`src/hw/rtl/ssp_pkg.sv`:
```
// ----------------------------------------------------------------------------
// ssp_pkg
// Shared types and constants of the sprite screen projection pipeline.
// ----------------------------------------------------------------------------
`default_nettype none
package ssp_pkg;

  localparam int FRONT_STAGES = 6;
  localparam int QUO_W        = 32;
  localparam int DIV_STAGES   = QUO_W + 1;
  localparam int BACK_STAGES  = 2;
  localparam int PIPE_STAGES  = FRONT_STAGES + DIV_STAGES + BACK_STAGES;

  localparam int NCOL_W   = 64;
  localparam int NSIZE_W  = 49;
  localparam int NDEPTH_W = 67;
  localparam int DNY_W    = 51;
  localparam int DDET_W   = 36;

  localparam logic [2:0] REG_CAM_X         = 3'd0;
  localparam logic [2:0] REG_CAM_Y         = 3'd1;
  localparam logic [2:0] REG_DIR_X         = 3'd2;
  localparam logic [2:0] REG_DIR_Y         = 3'd3;
  localparam logic [2:0] REG_PLANE_X       = 3'd4;
  localparam logic [2:0] REG_PLANE_Y       = 3'd5;
  localparam logic [2:0] REG_SCREEN_WIDTH  = 3'd6;
  localparam logic [2:0] REG_SCREEN_HEIGHT = 3'd7;

  typedef struct packed {
    logic [31:0] cam_x;
    logic [31:0] cam_y;
    logic [17:0] dir_x;
    logic [17:0] dir_y;
    logic [17:0] plane_x;
    logic [17:0] plane_y;
    logic [11:0] screen_width;
    logic [11:0] screen_height;
  } cfg_t;

  typedef struct packed {
    logic neg_col;
    logic neg_depth;
    logic fault;
  } flags_t;

endpackage
`default_nettype wire

```
`src/hw/rtl/ssp_back.sv`:
```
// ----------------------------------------------------------------------------
// ssp_back
// Quotient saturation and signs, then draw bounds clamped to the screen.
// ----------------------------------------------------------------------------
`default_nettype none
module ssp_back import ssp_pkg::*; (
  input  logic                   clk,
  input  cfg_t                   cfg,
  input  logic [BACK_STAGES-1:0] load,
  input  logic [QUO_W-1:0]       quo_col,
  input  logic                   sat_col,
  input  logic [QUO_W-1:0]       quo_size,
  input  logic                   sat_size,
  input  logic [QUO_W-1:0]       quo_depth,
  input  logic                   sat_depth,
  input  flags_t                 flags,
  output logic signed [20:0]     screen_column,
  output logic [15:0]            sprite_size,
  output logic [11:0]            top_row,
  output logic [11:0]            bottom_row,
  output logic [19:0]            left_column,
  output logic signed [20:0]     right_column,
  output logic signed [31:0]     depth,
  output logic                   divide_fault
);

  logic [20:0] max_col, qc;
  logic [32:0] max_depth;
  logic [31:0] qd;
  logic [20:0] col_a;
  logic [15:0] size_a;
  logic [31:0] depth_a;
  logic        fault_a;

  logic [14:0] half;
  logic [10:0] sh2;
  logic [16:0] top_s, bot_s;
  logic [22:0] left_s, right_s, sw1;
  logic [11:0] top_v, bot_v;
  logic [19:0] left_v;
  logic [20:0] right_v;

  always_comb begin
    max_col   = flags.neg_col ? 21'd1048576 : 21'd1048575;
    qc        = (sat_col || quo_col > {11'd0, max_col}) ? max_col : quo_col[20:0];
    max_depth = flags.neg_depth ? 33'd2147483648 : 33'd2147483647;
    qd        = (sat_depth || {1'b0, quo_depth} > max_depth) ? max_depth[31:0] : quo_depth;
  end

  always_ff @(posedge clk) begin
    if (load[0]) begin
      col_a   <= flags.neg_col ? -qc : qc;
      size_a  <= (sat_size || quo_size > 32'd65535) ? 16'hFFFF : quo_size[15:0];
      depth_a <= flags.neg_depth ? -qd : qd;
      fault_a <= flags.fault;
    end
  end

  always_comb begin
    half    = size_a[15:1];
    sh2     = cfg.screen_height[11:1];
    top_s   = {6'd0, sh2} - {2'd0, half};
    bot_s   = {6'd0, sh2} + {2'd0, half};
    left_s  = {{2{col_a[20]}}, col_a} - {8'd0, half};
    right_s = {{2{col_a[20]}}, col_a} + {8'd0, half};
    sw1     = {11'd0, cfg.screen_width} - 23'd1;
    top_v   = top_s[16] ? 12'd0 : top_s[11:0];
    bot_v   = (bot_s >= {5'd0, cfg.screen_height}) ? cfg.screen_height - 12'd1
                                                    : bot_s[11:0];
    left_v  = left_s[22] ? 20'd0 : left_s[19:0];
    right_v = ($signed(right_s) >= $signed(sw1)) ? sw1[20:0] : right_s[20:0];
  end

  always_ff @(posedge clk) begin
    if (load[1]) begin
      screen_column <= fault_a ? '0 : col_a;
      sprite_size   <= fault_a ? '0 : size_a;
      top_row       <= fault_a ? '0 : top_v;
      bottom_row    <= fault_a ? '0 : bot_v;
      left_column   <= fault_a ? '0 : left_v;
      right_column  <= fault_a ? '0 : right_v;
      depth         <= fault_a ? '0 : depth_a;
      divide_fault  <= fault_a;
    end
  end

endmodule
`default_nettype wire

```
`config.mk`:
```
export PLATFORM = sky130hd
export DESIGN_NAME = ssp_back
export DESIGN_NICKNAME = d
export VERILOG_FILES = /design/src/hw/rtl/ssp_pkg.sv /design/src/hw/rtl/ssp_back.sv
export SDC_FILE = /design/constraint.sdc
export NUM_CORES = 1
export LEC_CHECK = 0
export ABC_AREA = 1
export BUFFER_PORTS_ARGS = -buffer_cell sky130_fd_sc_hd__buf_2
export CORE_AREA = 2 2 169 171
export DETAILED_ROUTE_END_ITERATION = 10
export DIE_AREA = 0 0 171 173
export PLACE_DENSITY_LB_ADDON = 0.2
export SKIP_CTS_REPAIR_TIMING = 1
export SLEW_MARGIN = 15
export SYNTH_ARGS = -nofsm -noshare
export SYNTH_HDL_FRONTEND = slang
export SYNTH_SLANG_ARGS = --single-unit
```
`constraint.sdc`:
```
create_clock -name clk -period 5.5 [get_ports clk]
set_input_delay 0.55 -clock clk [delete_from_list [all_inputs] [get_ports clk]]
set_output_delay 0.55 -clock clk [all_outputs]
set_load 0.01 [all_outputs]
```
==> impl_metrics.env <==
export IMPL_outcome="finished clean"
export IMPL_gp_congestion=0.930
export IMPL_yosysTopAreaCell="edfxtp_1"
export IMPL_setup_viol=0
export IMPL_drt_iter0_drc=1168
export IMPL_hold_path_end="fault_a$_DFFE_PP_"
export IMPL_route_met3_wl_um=2900
export IMPL_yosys_area_share_simple=0.242
export IMPL_wl_um=39900
export IMPL_powerDensity_nw_per_um2=266
export IMPL_port_buffers=263
export IMPL_cap_viol_max_count=0
export IMPL_cp_num_cells=24
export IMPL_syn2layout_area_growth_pct=15.5
export IMPL_crit_chain="buf_4 -> ha_1 -> inv_1 -> fa_1 -> o31ai_1 -> a21oi_1 -> o21ai_0 -> nand2_1 -> nand2_1 -> a21oi_1 -> xor2_1 -> ha_1 -> nand2_1 -> nor2_1 -> a211oi_1 -> o21ai_0 -> nand3_1 -> nand3_1 -> xnor2_1 -> inv_1 -> nand2_1 -> inv_1 -> o21ai_0 -> a21oi_1"
export IMPL_cp_common_cell="nand2_1"
export IMPL_htree_levels=1
export IMPL_syn_area_um2=14900
export IMPL_muxShareOfSynthArea=0.00227
export IMPL_cpPeakStageDelay_ps=490
export IMPL_rsz0062_at_grt="false"
export IMPL_top_layer="met4"
export IMPL_drt_vias_per_instance=5.32
export IMPL_synth_top_area_frac=0.414
export IMPL_grt_pass1_wl_um=62900
export IMPL_track_usage=0.267
export IMPL_cp_slowest_cell="o31ai_1"
export IMPL_ys_warnings_count=0
export IMPL_rr_endpoint="right_column[0]$_SDFFCE_PP0P_"
export IMPL_cts_made_buffers=23
export IMPL_required_ps=5750
export IMPL_critPathMaxFanout=12
export IMPL_cts_tree="yes"
export IMPL_ys_seq_elements=205
export IMPL_avgSynthCellArea_um2=8.24
export IMPL_setup_tns_ps=0
export IMPL_hold_viol=0
export IMPL_tightest_slew_ps=985
export IMPL_fmax_ghz=0.210
export IMPL_reg2reg_slack_ps=750
export IMPL_ys_flop_type="edfxtp_1"
export IMPL_hold_slack_ps=224
export IMPL_crit_family="compound AO/OA/AOI/OAI gates"
export IMPL_clk_path_buf_depth=3
export IMPL_reg2regPathDepth=24
export IMPL_hp_start="flags[0]"
export IMPL_endpoint_kind="register"
export IMPL_final_common_cell="nand2_1"
export IMPL_drtAntennaViolNets=0
export IMPL_antenna_found_initial=0
export IMPL_r2r_start="size_a[1]$_SDFFCE_PP1P_"
export IMPL_clkTransAtPathRegs_ps=60
export IMPL_drtPass1Iterations=6
export IMPL_max_slew_margin=0.343
export IMPL_fin_cells=2443
export IMPL_layout_common_cells="336 x nand2_1, 262 x buf_2, 259 x inv_1"
export IMPL_drive_gt1_frac=0.177
export IMPL_cts_sinks=205
export IMPL_diodes=0
export IMPL_synth_area_leaders="edfxtp_1 41%, ha_1 12%, nand2_1 8.5%, inv_1 6.5%, nor2_1 5.8%"
export IMPL_grt_max_degree=81
export IMPL_yosysUniqueCellTypes=58
export IMPL_num_vias=13000
export IMPL_synth_edff_count=205
export IMPL_wl_per_cell_um=16.3
export IMPL_wl_met2_um=17300
export IMPL_cts_root_buffer="clkbuf_16"
export IMPL_fp_dieH_um=173
export IMPL_worstSetupStartpointType="register"
export IMPL_hold_depth=1
export IMPL_drv_slew=0
export IMPL_period_share=0.864
export IMPL_worst_ep_arrival_time_ps=5000
export IMPL_synth_xor_area_frac=0.0359
export IMPL_pin_count=400
export IMPL_wl_met1_um=18900
export IMPL_grt_pass1_vias=12000
export IMPL_clock_skew_ps=25.1
export IMPL_overflow=0
export IMPL_start_util=0.538
export IMPL_ys_seq_area_frac=0.414
export IMPL_synth_net_count=2216
export IMPL_hpwlAfterDp_um=30900
export IMPL_synthArstFlopShare=0
export IMPL_nets=2462
export IMPL_clock_latency_ps=520
export IMPL_dp_slack_ps=795
export IMPL_ir_drop_v=0.000215
export IMPL_finalCriticalPeriod_ps=4750
export IMPL_synthCells=1804
export IMPL_core_area_um2=27600
export IMPL_drc_errors=0
export IMPL_path_buf_inv=4
export IMPL_synth_top_family_by_area="simple AND/OR/NAND/NOR gates"
export IMPL_synth_adder_area_share=0.126
export IMPL_dieArea_um2=29600
export IMPL_path_class="reg -> reg"
export IMPL_rows=61
export IMPL_power_leakage_nw=8.47
export IMPL_worstHoldPathType="in -> reg"
export IMPL_synth_compound_area_frac=0.0957
export IMPL_die_x_um=171
export IMPL_place_inst=2403
export IMPL_fin_ws_ps=747
## routing by layer
layer / up-vias / GRT usage
li1: 6510 / -
met1: 5938 / 0.396
met2: 504 / 0.411
met3: 56 / 0.0407
met4: 0 / 0.0625
met5: - / 0
## area by class of cell
| cell class | count | area, um2 |
|---|---|---|
| Timing Repair Buffer | 274 | 1410 |
| Sequential cell | 205 | 6160 |
| Multi-Input combinational cell | 1285 | 7470 |
| Clock buffer | 25 | 583 |
| Tap cell | 378 | 473 |
| Inverter | 261 | 980 |
| Clock inverter | 15 | 106 |
| Fill cell | 2526 | 10500 |
## power by group
group | switching, W | leakage, nW | internal [W]
Sequential | 0.0000598 | 2.10 | 0.00188
Combinational | 0.000777 | 6.03 | 0.000414
Clock | 0.000630 | 0.345 | 0.000811
## registers in the layout (all words and copies together) (netlist names), 12 cells and up
signal / count
screen_column: 21
depth: 32
depth_a: 32
col_a: 21
bottom_row: 12
left_column: 20
right_column: 21
sprite_size: 16
size_a: 16
top_row: 12
## cells in the mapped netlist (4+ instances only)
| cell type | instances |
|---|---|
| nor2_1 | 228 |
| nand4_1 | 28 |
| xnor2_1 | 6 |
| a21oi_1 | 122 |
| buf_1 | 9 |
| o21a_1 | 9 |
| nand2_2 | 10 |
| inv_1 | 259 |
| o21ai_1 | 6 |
| buf_2 | 8 |
| nand2_1 | 336 |
| o21bai_1 | 6 |
| edfxtp_1 | 205 |
| nor2_2 | 13 |
| nand3_1 | 142 |
| or2_2 | 7 |
| nand3_2 | 7 |
| a211oi_1 | 5 |
| clkbuf_1 | 25 |
| fa_1 | 4 |
| o21ai_0 | 75 |
| nor4_1 | 10 |
| xor2_1 | 55 |
| buf_4 | 6 |
| nor3_1 | 24 |
| ha_1 | 143 |
## worst max-delay path by stage
stage / start / to / slack (ps)
floorplan: size_a[2]$_SDFFCE_PP1P_ / right_column[0]$_SDFFCE_PP0P_ / 1600
global placement: size_a[1]$_SDFFCE_PP1P_ / right_column[16]$_SDFFCE_PP0P_ / 940
detailed placement: size_a[1]$_SDFFCE_PP1P_ / right_column[18]$_SDFFCE_PP0P_ / 800
CTS: size_a[1]$_SDFFCE_PP1P_ / right_column[12]$_SDFFCE_PP0P_ / 770
global route: size_a[1]$_SDFFCE_PP1P_ / right_column[13]$_SDFFCE_PP0P_ / 250
finish: size_a[1]$_SDFFCE_PP1P_ / right_column[0]$_SDFFCE_PP0P_ / 750
## through the flow
| stage | utilization | total power, W | cell area [um2] |
|---|---|---|---|
| finish | 0.622 | 0.00457 | 17200 |
| CTS | 0.622 | 0.00459 | 17200 |
| floorplan | - | 0.00273 | 14900 |
| global route | 0.622 | 0.00482 | 17200 |
| global placement | 0.597 | 0.00312 | 16500 |
| detailed placement | 0.597 | 0.00314 | 16500 |
## logic make-up (layout without fill, tap and decap cells)
group | after synthesis | after routing
other | 1 | 1
XOR/XNOR | 61 | 61
buffers and inverters | 314 | 575
AO/OA/AOI/OAI | 253 | 253
adder cells (fa/ha/maj) | 147 | 147
multiplexers | 3 | 3
flip-flops | 205 | 205
AND/OR/NAND/NOR | 820 | 820
Power figures use the tool's default switching activity.
