===== src/hw/rtl/ssp_pkg.sv =====
// ----------------------------------------------------------------------------
// ssp_pkg
// Shared types and constants of the sprite screen projection pipeline.
// ----------------------------------------------------------------------------
`default_nettype none
package ssp_pkg;

  localparam int FRONT_STAGES = 6;
  localparam int QUO_W        = 32;
  localparam int DIV_STAGES   = QUO_W + 1;
  localparam int BACK_STAGES  = 2;
  localparam int PIPE_STAGES  = FRONT_STAGES + DIV_STAGES + BACK_STAGES;

  localparam int NCOL_W   = 64;
  localparam int NSIZE_W  = 49;
  localparam int NDEPTH_W = 67;
  localparam int DNY_W    = 51;
  localparam int DDET_W   = 36;

  localparam logic [2:0] REG_CAM_X         = 3'd0;
  localparam logic [2:0] REG_CAM_Y         = 3'd1;
  localparam logic [2:0] REG_DIR_X         = 3'd2;
  localparam logic [2:0] REG_DIR_Y         = 3'd3;
  localparam logic [2:0] REG_PLANE_X       = 3'd4;
  localparam logic [2:0] REG_PLANE_Y       = 3'd5;
  localparam logic [2:0] REG_SCREEN_WIDTH  = 3'd6;
  localparam logic [2:0] REG_SCREEN_HEIGHT = 3'd7;

  typedef struct packed {
    logic [31:0] cam_x;
    logic [31:0] cam_y;
    logic [17:0] dir_x;
    logic [17:0] dir_y;
    logic [17:0] plane_x;
    logic [17:0] plane_y;
    logic [11:0] screen_width;
    logic [11:0] screen_height;
  } cfg_t;

  typedef struct packed {
    logic neg_col;
    logic neg_depth;
    logic fault;
  } flags_t;

endpackage
`default_nettype wire


===== src/hw/rtl/ssp_pipe_ctrl.sv =====
// ----------------------------------------------------------------------------
// ssp_pipe_ctrl
// Valid bits of all pipeline stages and per-stage load enables; a stage
// loads when it is empty or the stage after it loads.
// ----------------------------------------------------------------------------
`default_nettype none
module ssp_pipe_ctrl import ssp_pkg::*; (
  input  logic                   clk,
  input  logic                   rst,
  input  logic                   in_valid,
  output logic                   in_ready,
  output logic                   out_valid,
  input  logic                   out_ready,
  output logic [PIPE_STAGES-1:0] load
);

  logic [PIPE_STAGES-1:0] valid;
  logic [PIPE_STAGES-1:0] valid_next;

  assign load[PIPE_STAGES-1] = !valid[PIPE_STAGES-1] || out_ready;

  for (genvar i = 0; i < PIPE_STAGES - 1; i++) begin : g_load
    assign load[i] = !valid[i] || load[i+1];
  end

  assign valid_next = (load & {valid[PIPE_STAGES-2:0], in_valid}) | (~load & valid);

  always_ff @(posedge clk) begin
    if (rst) begin
      valid <= '0;
    end else begin
      valid <= valid_next;
    end
  end

  assign in_ready  = load[0];
  assign out_valid = valid[PIPE_STAGES-1];

endmodule
`default_nettype wire


===== config.mk =====
export PLATFORM = sky130hd
export DESIGN_NAME = ssp_pipe_ctrl
export DESIGN_NICKNAME = d
export VERILOG_FILES = /design/src/hw/rtl/ssp_pkg.sv /design/src/hw/rtl/ssp_pipe_ctrl.sv
export SDC_FILE = /design/constraint.sdc
export NUM_CORES = 1
export LEC_CHECK = 0
export ABC_AREA = 1
export BUFFER_PORTS_ARGS = -buffer_cell sky130_fd_sc_hd__buf_2
export CAP_MARGIN = 20
export CORE_MARGIN = 1
export CORE_UTILIZATION = 45
export DETAILED_ROUTE_END_ITERATION = 6
export GPL_TIMING_DRIVEN = 0
export MAX_ROUTING_LAYER = met4
export PLACE_DENSITY = 0.76
export SETUP_SLACK_MARGIN = 0.3
export SYNTH_ARGS = -nofsm -noshare
export SYNTH_HDL_FRONTEND = slang
export SYNTH_SLANG_ARGS = --single-unit

===== constraint.sdc =====
create_clock -name clk -period 3.8 [get_ports clk]
set_input_delay 0.57 -clock clk [delete_from_list [all_inputs] [get_ports clk]]
set_output_delay 0.57 -clock clk [all_outputs]
set_load 0.005 [all_outputs]

==> key figures, run 1 <==
Final layout
  • Final Core Density: 0.652
  • Filler instances: 308
  • Diode count: 0
  • Final instance area: 2260 sq um
  • Commonest non-fill, non-tap cell in the layout: inv_1
  • Final #Nets: 267
  • Most frequent cells in the layout: inv_1 (52), buf_2 (43), dfxtp_1 (39)
  • Layout cell share with drive strength beyond 1: 0.398
  • Seq. cell area: 823 sq um
  • Area Overhead vs Synth: 33.7%
  • Multi-input gate area: 659 sq um

GRT
  • Pin count of the biggest net entering global routing: 14
  • Initial antenna violation count: 0
  • First-pass GRT wire length: 5220 um
  • Vias in the first global route: 1,281
  • GRT Total Usage: 0.172
  • GRT overflow: 0

Die
  • Die area: 4010 sq um
  • Die Wd: 63.3 um
  • Die Y-Extent: 63.3 um
  • CORE AREA: 3470 sq um
  • Row count: 21
  • Top-level port count: 47
  • Starting Density: 0.487

Power and ir drop
  • Static leakage: 0.852 nW
  • P per Cell Area: 316 nW/um^2
  • Worst IR drop on VDD: 250 uV

Place
  • GPL Wtd Cong: 0.712
  • Port Buf Inserts: 45
  • DP Area: 1990 sq um
  • Post-DP HPWL: 2010 um

STA
  • Slew Viols, Final: 0
  • Rel. slew slack: 0.671
  • Fmax achieved: 259 MHz
  • RSZ-0062 raised after global routing: yes
  • Skew final: 0.00989 ns
  • Final Setup Violations: 2
  • Worst-margin pin slew: 0.494 ns
  • Tmin final: 3.86 ns
  • Hold Violations, Final: 0
  • Min setup slack post-route: -0.0583 ns
  • Period utilisation layout: 1.02

Min path
  • Worst Hold Class: flop to flop

Critical path
  • CP top delay family: simple AND/OR/NAND/NOR gates
  • Crit end category: output port
  • Most used cell, CP: nor2_4
  • Worst Path Class, Setup: input port to output port
  • Req. time, crit path: 3.23 ns
  • Largest stage delay on the critical path: 0.14 ns
  • Max FO, Critical Path: 3
  • Startpoint class of the critical path: input port
  • Arr. time, crit path: 3.29 ns
  • CP Buf/Inv Count: 4
  • Slowest stage cell, crit path: nor2_4

CTS
  • CTS buffer count: 5
  • Clk_lat worst skew: 0.28 ns
  • CTS root buf: clkbuf_8
  • CTS tree: done
  • Clk buf depth: 2
  • H-tree depth: 2
  • CTS Sinks: 41
  • CTS clk-pin slew, worst paths: 0.08 ns

Outcome
  • Status: finished with violations
  • Violated checks: negative setup slack

Logic synthesis
  • Yosys top cell area share: 0.486
  • Synthesized cell area: 1690 sq um
  • Mapped Nets: 197
  • Synth Instances: 193
  • Synthesized area per cell: 8.76 sq um
  • Synth cell types: 14
  • Seq cells post-synth: 41
  • Yosys warns: 0
  • Cell taking the most area after synthesis: dfxtp_1
  • Synth area leaders: dfxtp_1 (49%), inv_1 (12%), nand4_4 (11%)
  • Register area share after synthesis: 0.486

Route
  • Routed len/inst: 9.68 um
  • Vias per cell: 4.35
  • Iter 0 DRT Violations: 31
  • Via count: 1,347
  • Residual DRC: 0
  • Antenna violation net count after detailed routing: 0
  • WL final: 3000 um
  • Pre-Repair DR Iteration Count: 4

Job
  • Max-cap violations: 0
[where the power goes]
part,switching (mW),leakage [nW],total (mW),internal [mW]
Clock,0.140,0.0439,0.267,0.127
Combinational,0.0107,0.476,0.0155,0.00477
Sequential,0.00136,0.332,0.432,0.431
Total,0.152,0.852,0.715,0.562
[cells in the mapped netlist, drive strengths merged]
library cell / number
nand3: 2
nor2: 40
nand4: 9
buf: 2
clkbuf: 4
a21oi: 32
dfxtp: 41
inv: 55
nand2: 8
[layer usage]
metal,up-vias,GRT usage,share of wire
li1,715,-,-
met1,599,0.202,0.46
met2,28,0.280,0.48
met3,5,0.0326,0.038
met4,0,0.0852,0.019
met5,-,-,0
[worst min-delay path, stage by stage (launching register included)]
cell,delay [ns]
dfxtp_1,0.32
inv_1,0.06
a21oi_2,0.05
[area by class of cell]
type / count / share of cell area
Sequential cell: 41 / 0.364
Multi-Input combinational cell: 91 / 0.292
Timing Repair Buffer: 63 / 0.170
Inverter: 55 / 0.0969
Clock buffer: 5 / 0.0305
Tap cell: 46 / 0.0255
Buffer: 6 / 0.0133
Clock inverter: 3 / 0.00775
[kinds of logic after synthesis]
| kind of cell | count (synthesis) | share of synthesized area |
|---|---|---|
| and+or+nand+nor | 59 | 0.278 |
| buffers and inverters | 61 | 0.138 |
| DFF | 41 | 0.486 |
| AOI/OAI and AO/OA | 32 | 0.0992 |
[stage by stage]
stage          setup TNS [ns]  hold WS [ns]  setup WS [ns]  cells  total power, mW
6_report              -0.0806         0.465        -0.0583    310            0.715
3_3_place_gp           -0.726         0.461         -0.269    284            0.457
3_5_place_dp           -0.891         0.468         -0.298    284            0.457
2_1_floorplan               0         0.453         0.0848    193            0.452
4_1_cts                 -1.64         0.466         -0.307    305            0.723
5_1_grt                 -1.69         0.485         -0.308    310            0.751
[what timing repair did]
item | in CTS | in global routing
setup endpoints to repair | 11 | 18
pin swaps | 10 | 11
setup buffers | 13 | 5
endpoints found under the hold margin | 0 | 0
gates resized for setup | 9 | 5
hold buffers | 0 | 0
[path summary, 6_finish.rpt]
path / start / to / slack (ns) / depth (start not counted)
max: out_ready / load[0] / -0.06 / 25
min reg2reg: flop / flop / 0.46 / 2
max reg2reg: flop / flop / 0.83 / 22
min: flop / flop / 0.46 / 2
(Power assumes the default switching activity.)
==> inputs of run 2 (changes only) <==
Settings changed: SETUP_SLACK_MARGIN 0.3 to 0.4.
==> run 2 against run 1 <==
  * The run still ends with negative setup slack left
  * Cell count grew 4.8%
  * Flip-flop and latch count is the same
  * First-iteration DRC count grew 55%
  * Non-clock buffer count grew 15
  * Power grew 4.8%
  * Routed wire length grew 8.8%
  * Register-to-register slack lost 0.57 ns
==> key figures, run 2 (same netlist as run 1, synthesis figures left out) <==
Route
  • WL final: 3260 um (was 3000 um)
  • Routed len/inst: 10.0 um (was 9.68 um)
  • Vias per cell: 4.41 (was 4.35)
  • Via count: 1,432 (was 1,347)
  • Residual DRC: 0 (unchanged)
  • Iter 0 DRT Violations: 48 (was 31)
  • Antenna violation net count after detailed routing: 0 (unchanged)
  • Pre-Repair DR Iteration Count: 4 (unchanged)

Final layout
  • Filler instances: 291 (was 308)
  • Area Overhead vs Synth: 42.2% (was 33.7%)
  • Most frequent cells in the layout: inv_1 (51), buf_2 (43), dfxtp_1 (39) (was inv_1 (52), buf_2 (43), dfxtp_1 (39))
  • Commonest non-fill, non-tap cell in the layout: inv_1 (unchanged)
  • Final #Nets: 282 (was 267)
  • Layout cell share with drive strength beyond 1: 0.437 (was 0.398)
  • Diode count: 0 (unchanged)
  • Final instance area: 2400 sq um (was 2260 sq um)
  • Post-Layout Cell Count: 325 (was 310)

STA
  • Final Setup Violations: 5 (was 2)
  • Skew final: 0.00716 ns (was 0.00989 ns)
  • Slew Viols, Final: 0 (unchanged)
  • Period utilisation layout: 1.02 (about the same)
  • Min setup slack post-route: -0.0780 ns (was -0.0583 ns)
  • RSZ-0062 raised after global routing: yes (unchanged)
  • Rel. slew slack: 0.662 (was 0.671)
  • Tmin final: 3.88 ns (was 3.86 ns)
  • Worst-margin pin slew: 0.507 ns (was 0.494 ns)
  • Hold Violations, Final: 0 (unchanged)
  • Hold_ws: 0.471 ns (was 0.465 ns)
  • Fmax achieved: 258 MHz (was 259 MHz)

Power and ir drop
  • Static leakage: 0.933 nW (was 0.852 nW)
  • Overall Power: 749 uW (was 715 uW)
  • P per Cell Area: 312 nW/um^2 (was 316 nW/um^2)
  • Worst IR drop on VDD: 195 uV (was 250 uV)

GRT
  • GRT overflow: 0 (unchanged)
  • Pin count of the biggest net entering global routing: 13 (was 14)
  • GRT Total Usage: 0.194 (was 0.172)
  • Initial antenna violation count: 0 (unchanged)
  • Vias in the first global route: 1,329 (was 1,281)
  • First-pass GRT wire length: 5800 um (was 5220 um)

CTS
  • CTS clk-pin slew, worst paths: 0.07 ns (was 0.08 ns)
  • Clk_lat worst skew: 0.28 ns (about the same)
  • CTS Sinks: 41 (unchanged)
  • Cts hold-fix bufs: 0 (unchanged)
  • CTS buffer count: 5 (unchanged)
  • CTS tree: done (unchanged)
  • CTS root buf: clkbuf_8 (unchanged)
  • Clk buf depth: 2 (unchanged)
  • H-tree depth: 2 (unchanged)

Die
  • Row count: 21 (unchanged)
  • Top-level port count: 47 (unchanged)
  • Die area: 4010 sq um (unchanged)
  • Die Y-Extent: 63.3 um (unchanged)
  • Starting Density: 0.487 (unchanged)
  • Die Wd: 63.3 um (unchanged)
  • CORE AREA: 3470 sq um (unchanged)

Place
  • Port Buf Inserts: 45 (unchanged)
  • GPL Wtd Cong: 0.712 (about the same)
  • DP Area: 1990 sq um (unchanged)
  • Post-DP HPWL: 2140 um (was 2010 um)
  • Post-placement cell count: 284 (unchanged)

Job
  • Max-cap violations: 0 (unchanged)

Critical path
  • Arr. time, crit path: 3.31 ns (was 3.29 ns)
  • Req. time, crit path: 3.23 ns (about the same)
  • Startpoint class of the critical path: input port (unchanged)
  • Max FO, Critical Path: 3 (unchanged)
  • Worst Path Class, Setup: input port to output port (unchanged)
  • Crit end category: output port (unchanged)

Min path
  • Worst Hold Class: flop to flop (unchanged)

Outcome
  • Status: finished with violations (unchanged)
  • Violated checks: negative setup slack (unchanged)
==> run 2: critical path: stages <==
cell	delay, ns
buf_8	0.11
inv_12	0.04
nand3_4	0.06
nor2_4	0.11
nand4_4	0.11
nor2_4	0.13
nand4_4	0.10
nor2_4	0.13
nand4_4	0.10
nor2_4	0.13
nand4_4	0.10
nor2_4	0.12
nand4_4	0.10
nor2_4	0.13
nand4_4	0.10
nor2_4	0.13
nand4_4	0.11
nor2_4	0.13
nand4_4	0.10
nor2_4	0.14
nand4_4	0.11
nor2_4	0.11
nand3_2	0.10
buf_6	0.13
buf_6	0.10
==> run 2: what timing repair did <==
item,4_1_cts,5_1_grt
buffers inserted,29,4
pin swaps,11,11
setup endpoints to repair,14,24
gates resized for setup,15,4
gates cloned,0,0
==> run 2: final timing paths <==
| path | from | to | slack, ns | cells past startpoint |
|---|---|---|---|---|
| worst max register to register | flop | flop | 0.26 | 27 |
| worst max-delay path | out_ready | load[0] | -0.08 | 25 |
| worst min register to register | flop | flop | 0.47 | 2 |
| worst min-delay path | flop | flop | 0.47 | 2 |
==> run 2: cell type report <==
| class | instances | area, sq um | share of cell area |
|---|---|---|---|
| timing repair buffer | 78 | 504 | 0.210 |
| multi-input combinational | 91 | 668 | 0.278 |
| sequential | 41 | 823 | 0.343 |
| inverter | 55 | 219 | 0.0911 |
| tap | 46 | 57.6 | 0.0239 |
| clock buffer | 7 | 96.3 | 0.0401 |
| buffer | 6 | 30.0 | 0.0125 |
| clock inverter | 1 | 5.00 | 0.00208 |
==> run 2: power breakdown <==
part / total (mW) / internal, mW / switching [mW]
logic: 0.0158 / 0.00477 / 0.0110
clock network: 0.301 / 0.164 / 0.137
registers: 0.432 / 0.431 / 0.00141
==> run 2: per-stage QoR <==
step	TNS (ns)	setup slack (ns)	utilization
floorplan	0	0.0848	-
global placement	-0.736	-0.271	0.575
detailed placement	-1.00	-0.318	0.575
CTS	-1.67	-0.300	0.682
global route	-2.17	-0.335	0.693
finish	-0.178	-0.0780	0.693
==> run 2: layer usage <==
layer  up-vias  global-route usage  part of all wire
met5         -                   -                 0
met4         0              0.0767             0.013
met3         5              0.0598             0.033
met2        30               0.310              0.50
met1       651               0.227              0.45
li1        746                   -                 -
==> inputs of run 3 (changes only) <==
Clock period 3.8 ns to 4.25 ns, I/O delays scaled along.
==> run 3 against run 2 <==
  * The flow now finishes without violations
  * Critical path depth is the same
  * Via count is 2.2% lower
  * Clock power shrank 8.6%
  * Largest cell class unchanged
  * Largest power group unchanged
  * Highest routed layer unchanged
==> key figures, run 3 (same netlist as run 1, synthesis figures left out) <==
Route
  • Vias per cell: 4.45 (was 4.41)
  • Iter 0 DRT Violations: 52 (was 48)
  • Routed len/inst: 9.99 um (was 10.0 um)
  • Residual DRC: 0 (unchanged)
  • Antenna violation net count after detailed routing: 0 (unchanged)
  • Pre-Repair DR Iteration Count: 4 (unchanged)
  • Via count: 1,401 (was 1,432)
  • WL final: 3150 um (was 3260 um)

STA
  • Slew Viols, Final: 0 (unchanged)
  • Fmax achieved: 249 MHz
  • Rel. slew slack: 0.659 (was 0.662)
  • RSZ-0062 raised after global routing: yes (unchanged)
  • Min setup slack post-route: 0.241 ns (was -0.0780 ns)
  • Tmin final: 4.01 ns
  • Skew final: 0.00435 ns (was 0.00716 ns)
  • Final Setup Violations: 0 (was 5)
  • Hold Violations, Final: 0 (unchanged)
  • Worst-margin pin slew: 0.512 ns (was 0.507 ns)
  • Period utilisation layout: 0.943

Power and ir drop
  • Worst IR drop on VDD: 236 uV (was 195 uV)
  • Overall Power: 674 uW (was 749 uW)
  • Static leakage: 0.877 nW (was 0.933 nW)
  • P per Cell Area: 296 nW/um^2 (was 312 nW/um^2)

GRT
  • Met2 Use GR: 0.285 (was 0.310)
  • Global route hottest layer: met2 (unchanged)
  • GRT Total Usage: 0.178 (was 0.194)
  • Pin count of the biggest net entering global routing: 13 (unchanged)
  • Vias in the first global route: 1,197 (was 1,329)
  • GRT overflow: 0 (unchanged)
  • Grt met3 use: 0.0652 (was 0.0598)
  • Met1 Use GR: 0.196 (was 0.227)
  • Initial antenna violation count: 0 (unchanged)
  • First-pass GRT wire length: 5240 um (was 5800 um)

Critical path
  • Crit end category: output port (unchanged)
  • Worst Path Class, Setup: input port to output port (unchanged)
  • Startpoint class of the critical path: input port (unchanged)
  • Largest stage delay on the critical path: 0.14 ns (about the same)
  • Most used cell, CP: nor2_4 (unchanged)
  • Slowest stage cell, crit path: nor2_4 (unchanged)
  • Req. time, crit path: 3.61 ns (was 3.23 ns)
  • Arr. time, crit path: 3.37 ns (was 3.31 ns)
  • Max FO, Critical Path: 3 (unchanged)

Die
  • Die Y-Extent: 63.3 um (unchanged)
  • Die Wd: 63.3 um (unchanged)
  • CORE AREA: 3470 sq um (unchanged)
  • Starting Density: 0.487 (unchanged)
  • Row count: 21 (unchanged)
  • Die area: 4010 sq um (unchanged)
  • Top-level port count: 47 (unchanged)

Place
  • Post-DP HPWL: 2180 um (was 2140 um)
  • Port Buf Inserts: 45 (unchanged)
  • GPL Wtd Cong: 0.766 (was 0.712)
  • Pre-CTS setup slack: -0.0307 ns (was -0.318 ns)
  • Post-placement cell count: 284 (unchanged)

Final layout
  • Final Core Density: 0.658 (was 0.693)
  • Commonest non-fill, non-tap cell in the layout: inv_1 (unchanged)
  • Area Overhead vs Synth: 34.9% (was 42.2%)
  • Filler instances: 308 (was 291)
  • Diode count: 0 (unchanged)
  • Most frequent cells in the layout: inv_1 (52), buf_2 (43), dfxtp_1 (41) (was inv_1 (51), buf_2 (43), dfxtp_1 (39))
  • Layout cell share with drive strength beyond 1: 0.390 (was 0.437)
  • Post-Layout Cell Count: 315 (was 325)
  • Final #Nets: 272 (was 282)

CTS
  • CTS clk-pin slew, worst paths: 0.07 ns (about the same)
  • CTS Sinks: 41 (unchanged)
  • CTS buffer count: 5 (unchanged)
  • Clk_lat worst skew: 0.29 ns (was 0.28 ns)
  • CTS root buf: clkbuf_8 (unchanged)
  • H-tree depth: 2 (unchanged)
  • Cts hold-fix bufs: 0 (unchanged)
  • Clk buf depth: 2 (unchanged)
  • CTS tree: done (unchanged)

Min path
  • Worst Hold Class: flop to flop (unchanged)

Outcome
  • Status: finished clean (was finished with violations)

Job
  • Max-cap violations: 0 (unchanged)
[run 3: cell types whose count changed in the layout (fill, tap and decap cells not counted), sizes merged]
cell,change
buf,-10
[run 3: worst paths after layout]
kind / start / endpoint / slack, ns / cells past startpoint
worst max-delay path: out_ready / load[0] / 0.24 / 25
worst min-delay path: flop / flop / 0.48 / 2
worst max register to register: flop / flop / 1.16 / 23
worst min register to register: flop / flop / 0.48 / 2
[run 3: layout make-up]
type	instances	area (sq um)	share of cell area
inverter	55	209	0.0916
sequential	41	821	0.360
clock inverter	1	5.00	0.00219
multi-input combinational	91	652	0.286
clock buffer	7	96.3	0.0422
buffer	6	30.0	0.0132
timing repair buffer	68	410	0.180
tap	46	57.6	0.0252
[run 3: per-layer routing]
layer  routed length, um  part of all wire  vias up
li1                    -                 -      739
met1                1430              0.45      624
met2                1490              0.47       31
met3                 155             0.049        7
met4                  69             0.022        0
met5                   0                 0        -
[run 3: repair_timing]
item,in CTS,in global routing
gates resized for setup,7,0
buffers inserted,15,8
setup endpoints to repair,8,13
pin swaps,11,11
[run 3: power by group]
part | internal (mW) | switching, mW
combinational | 0.00351 | 0.00917
sequential | 0.385 | 0.00111
clock | 0.147 | 0.128
[run 3: through the flow]
| stage | hold slack (ns) | setup TNS [ns] | instance area, sq um |
|---|---|---|---|
| floorplan | 0.442 | 0 | 1690 |
| global placement | 0.459 | 0 | 1970 |
| detailed placement | 0.461 | -0.0307 | 1970 |
| CTS | 0.478 | -0.0178 | 2220 |
| global route | 0.506 | 0 | 2280 |
| finish | 0.482 | 0 | 2280 |
[run 3: critical path: cells and delay by family]
family / cells / cell delay [ns]
simple gates: 21 / 2.36
buf+inv: 4 / 0.38
